==> config.mk <==
export PLATFORM = sky130hd
export DESIGN_NAME = sha384_round
export DESIGN_NICKNAME = d
export VERILOG_FILES = /design/src/rtl/sha384_hash_core_assert.svh /design/src/rtl/sha384_pkg.sv /design/src/rtl/sha384_round.sv
export SDC_FILE = /design/constraint.sdc
export NUM_CORES = 2
export LEC_CHECK = 0
export BUFFER_PORTS_ARGS = -buffer_cell sky130_fd_sc_hd__buf_2
export CAP_MARGIN = 20
export CORE_AREA = 2 2 422 424
export CTS_CLUSTER_SIZE = 25
export DETAILED_ROUTE_END_ITERATION = 10
export DIE_AREA = 0 0 424 426
export GPL_TIMING_DRIVEN = 1
export PLACE_DENSITY_LB_ADDON = 0.05
export SYNTH_ARGS = -nofsm -noshare
export SYNTH_HDL_FRONTEND = slang
export SYNTH_SLANG_ARGS = --single-unit
==> constraint.sdc <==
create_clock -name clock -period 8.6 [get_ports clock]
set_clock_uncertainty 0.2 [all_clocks]
set_input_delay 1.72 -clock clock [delete_from_list [all_inputs] [get_ports clock]]
set_output_delay 1.72 -clock clock [all_outputs]
set_load 0.03 [all_outputs]
==> src/rtl/sha384_hash_core_assert.svh <==
// Assertion macros for the SHA-384 hash core.
// Used by the top level; expects signals named clock and reset in scope.
`ifndef SHA384_HASH_CORE_ASSERT_SVH
`define SHA384_HASH_CORE_ASSERT_SVH

// same-cycle implication
`define SHA384_ASSERT_NOW(label, ante, cons, msg) \
   label: assert property (@(posedge clock) disable iff (reset) (ante) |-> (cons)) \
      else $error(msg);

// next-cycle implication
`define SHA384_ASSERT_NEXT(label, ante, cons, msg) \
   label: assert property (@(posedge clock) disable iff (reset) (ante) |=> (cons)) \
      else $error(msg);

`endif

==> src/rtl/sha384_pkg.sv <==
`timescale 1ns / 1ps
// Shared types, widths and constant tables of the SHA-384 hash core.
// No dependencies.
package sha384_pkg;

   localparam int WORD_W         = 64;
   localparam int WIN_DEPTH      = 16;
   localparam int WIN_AW         = 4;
   localparam int ROUNDS         = 80;
   localparam int SCHED_W        = 7;
   localparam int NUM_VARS       = 8;
   localparam int DIGEST_WORDS   = 6;
   localparam int BYTES_PER_WORD = 8;
   localparam int BCOUNT_W       = WORD_W - 3;

   typedef logic [0:NUM_VARS-1][WORD_W-1:0] work_vars_type;

   typedef struct packed {
      logic [WORD_W-1:0] data_word;
      logic [3:0]        valid_bytes;
      logic              is_last;
   } req_type;

   typedef struct packed {
      logic [WORD_W-1:0] digest_word;
      logic [2:0]        word_index;
      logic              digest_done;
   } rsp_type;

   typedef struct packed {
      logic                push;
      logic [WIN_AW-1:0]   push_slot;
      logic [WORD_W-1:0]   push_data;
      logic [WIN_AW-1:0]   rd_idx;
      logic                expand;
      logic [SCHED_W-1:0]  sched;
   } sched_ctl_type;

   typedef struct packed {
      logic load;
      logic step;
   } round_ctl_type;

   localparam logic [WORD_W-1:0] MARK_WORD = 64'h8000_0000_0000_0000;

   localparam work_vars_type INIT_HASH = '{
      64'hcbbb9d5dc1059ed8, 64'h629a292a367cd507, 64'h9159015a3070dd17, 64'h152fecd8f70e5939,
      64'h67332667ffc00b31, 64'h8eb44a8768581511, 64'hdb0c2e0d64f98fa7, 64'h47b5481dbefa4fa4
   };

   localparam logic [WORD_W-1:0] K_TABLE [ROUNDS] = '{
      64'h428a2f98d728ae22, 64'h7137449123ef65cd, 64'hb5c0fbcfec4d3b2f, 64'he9b5dba58189dbbc,
      64'h3956c25bf348b538, 64'h59f111f1b605d019, 64'h923f82a4af194f9b, 64'hab1c5ed5da6d8118,
      64'hd807aa98a3030242, 64'h12835b0145706fbe, 64'h243185be4ee4b28c, 64'h550c7dc3d5ffb4e2,
      64'h72be5d74f27b896f, 64'h80deb1fe3b1696b1, 64'h9bdc06a725c71235, 64'hc19bf174cf692694,
      64'he49b69c19ef14ad2, 64'hefbe4786384f25e3, 64'h0fc19dc68b8cd5b5, 64'h240ca1cc77ac9c65,
      64'h2de92c6f592b0275, 64'h4a7484aa6ea6e483, 64'h5cb0a9dcbd41fbd4, 64'h76f988da831153b5,
      64'h983e5152ee66dfab, 64'ha831c66d2db43210, 64'hb00327c898fb213f, 64'hbf597fc7beef0ee4,
      64'hc6e00bf33da88fc2, 64'hd5a79147930aa725, 64'h06ca6351e003826f, 64'h142929670a0e6e70,
      64'h27b70a8546d22ffc, 64'h2e1b21385c26c926, 64'h4d2c6dfc5ac42aed, 64'h53380d139d95b3df,
      64'h650a73548baf63de, 64'h766a0abb3c77b2a8, 64'h81c2c92e47edaee6, 64'h92722c851482353b,
      64'ha2bfe8a14cf10364, 64'ha81a664bbc423001, 64'hc24b8b70d0f89791, 64'hc76c51a30654be30,
      64'hd192e819d6ef5218, 64'hd69906245565a910, 64'hf40e35855771202a, 64'h106aa07032bbd1b8,
      64'h19a4c116b8d2d0c8, 64'h1e376c085141ab53, 64'h2748774cdf8eeb99, 64'h34b0bcb5e19b48a8,
      64'h391c0cb3c5c95a63, 64'h4ed8aa4ae3418acb, 64'h5b9cca4f7763e373, 64'h682e6ff3d6b2b8a3,
      64'h748f82ee5defb2fc, 64'h78a5636f43172f60, 64'h84c87814a1f0ab72, 64'h8cc702081a6439ec,
      64'h90befffa23631e28, 64'ha4506cebde82bde9, 64'hbef9a3f7b2c67915, 64'hc67178f2e372532b,
      64'hca273eceea26619c, 64'hd186b8c721c0c207, 64'heada7dd6cde0eb1e, 64'hf57d4f7fee6ed178,
      64'h06f067aa72176fba, 64'h0a637dc5a2c898a6, 64'h113f9804bef90dae, 64'h1b710b35131c471b,
      64'h28db77f523047d84, 64'h32caab7b40c72493, 64'h3c9ebe0a15c9bebc, 64'h431d67c49c100d4c,
      64'h4cc5d4becb3e42b6, 64'h597f299cfc657e2a, 64'h5fcb6fab3ad6faec, 64'h6c44198c4a475817
   };

endpackage

==> src/rtl/sha384_round.sv <==
`timescale 1ns / 1ps
// Working variables a..h and the SHA-512 round function.
// Depends on sha384_pkg.
module sha384_round import sha384_pkg::*; (
   input  logic              clock,
   input  round_ctl_type     ctl,
   input  work_vars_type     chain,
   input  logic [WORD_W-1:0] wk,
   output work_vars_type     vars
);

   work_vars_type     v_ff;
   work_vars_type     v_in;
   logic [WORD_W-1:0] t1;
   logic [WORD_W-1:0] t2;

   function automatic logic [WORD_W-1:0] big_sigma0(input logic [WORD_W-1:0] x);
      return {x[27:0], x[63:28]} ^ {x[33:0], x[63:34]} ^ {x[38:0], x[63:39]};
   endfunction

   function automatic logic [WORD_W-1:0] big_sigma1(input logic [WORD_W-1:0] x);
      return {x[13:0], x[63:14]} ^ {x[17:0], x[63:18]} ^ {x[40:0], x[63:41]};
   endfunction

   always_comb begin
      t1 = v_ff[7] + big_sigma1(v_ff[4]) + ((v_ff[4] & v_ff[5]) ^ (~v_ff[4] & v_ff[6])) + wk;
      t2 = big_sigma0(v_ff[0])
         + ((v_ff[0] & v_ff[1]) ^ (v_ff[0] & v_ff[2]) ^ (v_ff[1] & v_ff[2]));
      v_in    = v_ff;
      v_in[7] = v_ff[6];
      v_in[6] = v_ff[5];
      v_in[5] = v_ff[4];
      v_in[4] = v_ff[3] + t1;
      v_in[3] = v_ff[2];
      v_in[2] = v_ff[1];
      v_in[1] = v_ff[0];
      v_in[0] = t1 + t2;
   end

   always_ff @(posedge clock) begin
      if (ctl.load) begin
         v_ff <= chain;
      end else if (ctl.step) begin
         v_ff <= v_in;
      end
   end

   assign vars = v_ff;

endmodule

* After elaboration in Yosys (flattened, before gate mapping) *
Cells that the tools add are included.

cells by class
  add/subtract/negate cells = 6
  $mul = 0
  div/mod/pow operators = 0
  magnitude comparators = 0
  equality and inequality tests = 0
  shifts and indexed selects = 0
  muxes and demuxes = 2
  bitwise logic cells = 13
  reductions and logical operators = 1

operators by type and width
  kind                number
  $mux W512           2
  $xor A64 B64 Y64    7
  $add A64 B64 Y64    6
  $and A64 B64 Y64    5
  $not A64 Y64        1
  $reduce_bool A2 Y1  1

word-level totals
  register bits after elaboration = 512
  latch bits = 0
  memory bits (writable) = 0
  memory bits (read-only) = 0
  bits of input ports = 579
  memories = 0

* Depth between registers and ports, before layout *
  depth in word-level cells = 8
  gate-level depth with buffers = 35
  gate-level depth less buffers = 33

* Worst setup path before layout *
No wires, ideal clock.

  path type = input -> register
  start = input ctl[1] (netlist bit)
  end = register v_ff, in the netlist vars[0], enable pin
  library setup time = 0.667 ns
  arrival = 8.419 ns
  required time = 7.733 ns
  slack = -0.686 ns
  stages on the path = 3
  cells stage by stage = clkbuf_1 > clkbuf_1 > or2_2

on the way
  longest elaborated chain between the ends = 1

ends and longest elaborated chain
  item                                 line                source
  from (decl)                          sha384_round.sv:6   input round_ctl_type ctl,
  $reduce_bool A2 Y1 (no source line)  n/a
  to (signal assigned)                 sha384_round.sv:42  v_ff <= chain;
  to (signal assigned)                 sha384_round.sv:44  v_ff <= v_in;
  to (decl)                            sha384_round.sv:12  work_vars_type v_ff;

No other way between the ends.
A chain may end at the register's enable or synchronous reset.

* Final worst setup path *
  start = input wk[1]
  end = register v_ff, in the netlist vars[511], data pin

on the way
  longest elaborated chain between the ends = 4

ends and longest elaborated chain
  item              line                source
  from (decl)       sha384_round.sv:8   input logic [WORD_W-1:0] wk,
  $add A64 B64 Y64  sha384_round.sv:26  t1 = v_ff[7] + big_sigma1(v_ff[4]) + ((v_ff[4] & v_ff[5]) ^ (~v_ff[4] & v_ff[6])) + wk;
  $add A64 B64 Y64  sha384_round.sv:37  v_in[0] = t1 + t2;
  $mux W512         sha384_round.sv:43  end else if (ctl.step) begin
  $mux W512         sha384_round.sv:41  if (ctl.load) begin

No other way between the ends. The select of a mux whose other input is x is not followed.

==> impl_summary.log <==
INFO  metric clock_tree_from_tritoncts = yes
INFO  metric num_vias = roughly 37000
INFO  metric h-tree-depth = 3
INFO  metric cap_viol_max_count = 0
INFO  metric drt_wl_total = 238 mm
INFO  metric grt_antenna_before_repair = 73
INFO  metric worst_path_max_delay_cell = sky130_fd_sc_hd__fa_1
INFO  metric finish.utilization = about a third
INFO  metric dp.cells = about 7900
INFO  metric clockBufferDepth = 3
INFO  metric fp.dieW = around 420 µm
INFO  metric synth_largest_type_area_fraction = between 30% and 40%
INFO  metric finalHoldViolCount = 0
INFO  metric worstPathRequired = approximately 8.9 ns
INFO  metric synth_seq_area_share = a little under two fifths
INFO  metric worst_setup_path_end_kind = register
INFO  metric drt_first_iter_violations = around 2400
INFO  metric routabilityCongestion = between 0.9 and 1
INFO  metric timing.setup.critical_path_class = in -> reg
INFO  metric synth-edff-count = around 510
INFO  metric dpl_cell_area = 0.0544 mm²
INFO  metric wire_length_of_the_first_global_routing_pass = around 320 mm
INFO  metric async_flop_share = 0%
INFO  metric critPathTopFamily = compound AO/OA/AOI/OAI gates
INFO  metric ioPinCount = 1091
INFO  metric num_rows = approximately 150
INFO  metric clk_pin_slew = 0.06 ns
INFO  metric postSynth.topFlopCell = sky130_fd_sc_hd__edfxtp_1
INFO  metric most_area_hungry_cell_type_in_the_yosys_netlist = sky130_fd_sc_hd__edfxtp_1
INFO  metric ys_top_cells_by_area = sky130_fd_sc_hd__edfxtp_1 (37%), sky130_fd_sc_hd__mux2_2 (11%), sky130_fd_sc_hd__fa_1 (9.2%)
INFO  metric start_util = about a quarter
INFO  metric cts_made_buffers = 74
INFO  metric synth_common_cells = sky130_fd_sc_hd__edfxtp_1 (512), sky130_fd_sc_hd__inv_1 (461), sky130_fd_sc_hd__mux2_2 (417), sky130_fd_sc_hd__nand2_1 (254), sky130_fd_sc_hd__o21ai_0 (251)
INFO  metric final_max_slew_viol_count = 0
INFO  metric min_period = approximately 8.5 ns
INFO  metric globalRoute.totalOverflow = 0
INFO  metric final_min_period_over_clock_period = 98.3%
INFO  metric critical-path-max-stage-delay = 0.49 ns
INFO  metric drc = 0
INFO  metric stdcell_count = 8003
INFO  metric ant_nets = 0
INFO  metric detail_route.first_pass.iterations = 6
INFO  metric setup-violations-final = 0
INFO  metric layout-area-overhead-vs-synth = 37.7%
INFO  metric post-dp-hpwl = 203 mm
INFO  metric most_instantiated_library_cell_after_synthesis = sky130_fd_sc_hd__edfxtp_1
INFO  metric nNetsFinal = 6551
INFO  metric timing.critical_path.fanout_max = 3
INFO  metric io_buffer_count = roughly 1100
INFO  metric setup_total_negative_slack = 0 ns
INFO  metric synth.ff_latch_count = between 500 and 600
INFO  metric post-route-cell-area = between 0.05 and 0.06 mm²
INFO  metric vias_per_cell = between 4 and 5
INFO  metric netlist_instances = approximately 4000
INFO  metric postSynthAreaPerCell = between 10 and 15 µm²
INFO  metric ys_types = 80
INFO  metric syn-num-nets = around 4900
INFO  metric wire_per_inst = a little under 30 µm
INFO  metric cts_num_sinks = between 500 and 600
INFO  metric clkLatencyLatePin = between 0.7 and 0.8 ns
INFO  metric clk_root_buffer_cell = sky130_fd_sc_hd__clkbuf_16
INFO  metric max_slew.worst_pin.slew = 1.12 ns
INFO  metric crit_path_frequent_cell = sky130_fd_sc_hd__inv_1
INFO  metric floorplan.die.height = between 400 and 500 µm
INFO  metric fmax = between 100 and 150 MHz
INFO  metric critPathArrivalTime = slightly below 9 ns
INFO  metric run_status = complete, no violations
INFO  metric number_of_global_route_vias_before_repair = 37600
INFO  metric post_synth_instance_area = approximately 0.041 mm²
INFO  metric core-area = ~0.18 mm²
INFO  metric drive_gt1_share = between 40% and 50%
INFO  metric timing.hold.worst.class = reg -> reg
INFO  metric path_buf_inv = 7
INFO  metric flip_flop_count_of_the_largest_register_all_copies_and_words_added = ~510
INFO  metric global_route.usage.total = 25.6%
INFO  metric synth-warning-count = 0
INFO  metric maxSlewHeadroom = around a quarter
INFO  metric pin_count_of_the_biggest_net_entering_global_routing = between 100 and 150
INFO  metric critPathLaunchType = input pin
INFO  metric die_area = between 0.15 and 0.2 mm²
area by class of cell:
cell class	count	area, µm²
Fill cell	18500	119000
Inverter	461	1730
Sequential cell	512	15400
Timing Repair Buffer	1794	10900
Clock buffer	88	1930
Antenna cell	15	37.5
Multi-Input combinational cell	2750	23900
Tap cell	2340	2930
Clock inverter	43	288
logic make-up after synthesis:
logic type / synth area share [%]
flops: 37.1
mux: 12.4
buf+inv: 6.25
simple gates: 6.14
fa+ha+maj: 15.0
xor+xnor: 9.32
compound gates: 13.8
through the flow:
stage                     worst slack [ns]  hold WS, ns
after floorplan                     0.0196        0.616
after global placement              -0.897        0.387
after detailed placement            -0.971        0.395
after CTS                          0.00294        0.408
after global routing               -0.0341        0.428
final                                0.149        0.403
path summary, 6_finish.rpt:
path	start	endpoint	slack (ns)	cells past startpoint
setup reg to reg	vars[234]	vars[511]	0.26	34
hold reg to reg	vars[121]	vars[57]	0.40	1
setup / recovery	wk[1]	vars[511]	0.15	33
hold / removal	vars[121]	vars[57]	0.40	1
layer usage:
| metal | track usage, % | share of wire, % | up-vias |
|---|---|---|---|
| li1 | - | - | 17200 |
| met1 | 33.0 | 43 | 18100 |
| met2 | 45.1 | 50 | 1015 |
| met3 | 2.81 | 3.4 | 270 |
| met4 | 6.52 | 2.8 | 4 |
| met5 | 0 | 0.011 | - |
worst reg2reg max path, delay by kind of cell (launching register included):
family,cells,cell delay [ns]
adders and majority gates,6,2.25
DFF,1,0.51
AOI/OAI and AO/OA,13,2.71
and+or+nand+nor,3,0.63
buffers and inverters,6,0.69
xor gates and xnor gates,5,0.85
muxes,1,0.28
placed cells by master (no fill, tap or decap), types with 21 or more instances in the layout:
cell type,netlist,layout
sky130_fd_sc_hd__buf_2,1,1089
sky130_fd_sc_hd__o21ai_1,24,26
sky130_fd_sc_hd__xnor2_1,248,237
sky130_fd_sc_hd__nand4_1,42,42
sky130_fd_sc_hd__mux2_2,417,417
sky130_fd_sc_hd__and3_1,23,23
sky130_fd_sc_hd__buf_4,0,692
sky130_fd_sc_hd__edfxtp_1,512,512
sky130_fd_sc_hd__mux2i_1,45,45
sky130_fd_sc_hd__fa_1,191,190
sky130_fd_sc_hd__a21o_1,185,185
sky130_fd_sc_hd__inv_1,461,461
sky130_fd_sc_hd__ha_1,188,179
sky130_fd_sc_hd__nor3_1,23,21
sky130_fd_sc_hd__o21bai_1,43,41
sky130_fd_sc_hd__nand2_1,254,253
sky130_fd_sc_hd__o21ai_0,251,244
sky130_fd_sc_hd__a31oi_1,26,23
sky130_fd_sc_hd__a21oi_1,212,206
sky130_fd_sc_hd__xor2_1,191,185
sky130_fd_sc_hd__o21a_1,23,23
sky130_fd_sc_hd__nand3_1,25,25
sky130_fd_sc_hd__nor2_1,118,115
sky130_fd_sc_hd__clkbuf_16,0,75
what timing repair did:
item,4_1_cts,5_1_grt
buffers inserted,0,6
hold buffers,0,0
pin swaps,0,28
endpoints found under the setup margin,1,23
endpoints found under the hold margin,0,0
resized for setup,3,71
Power is left out: the tool's default activity adds up to more than one toggle a clock period on the data nets, which glitch-free logic cannot reach.
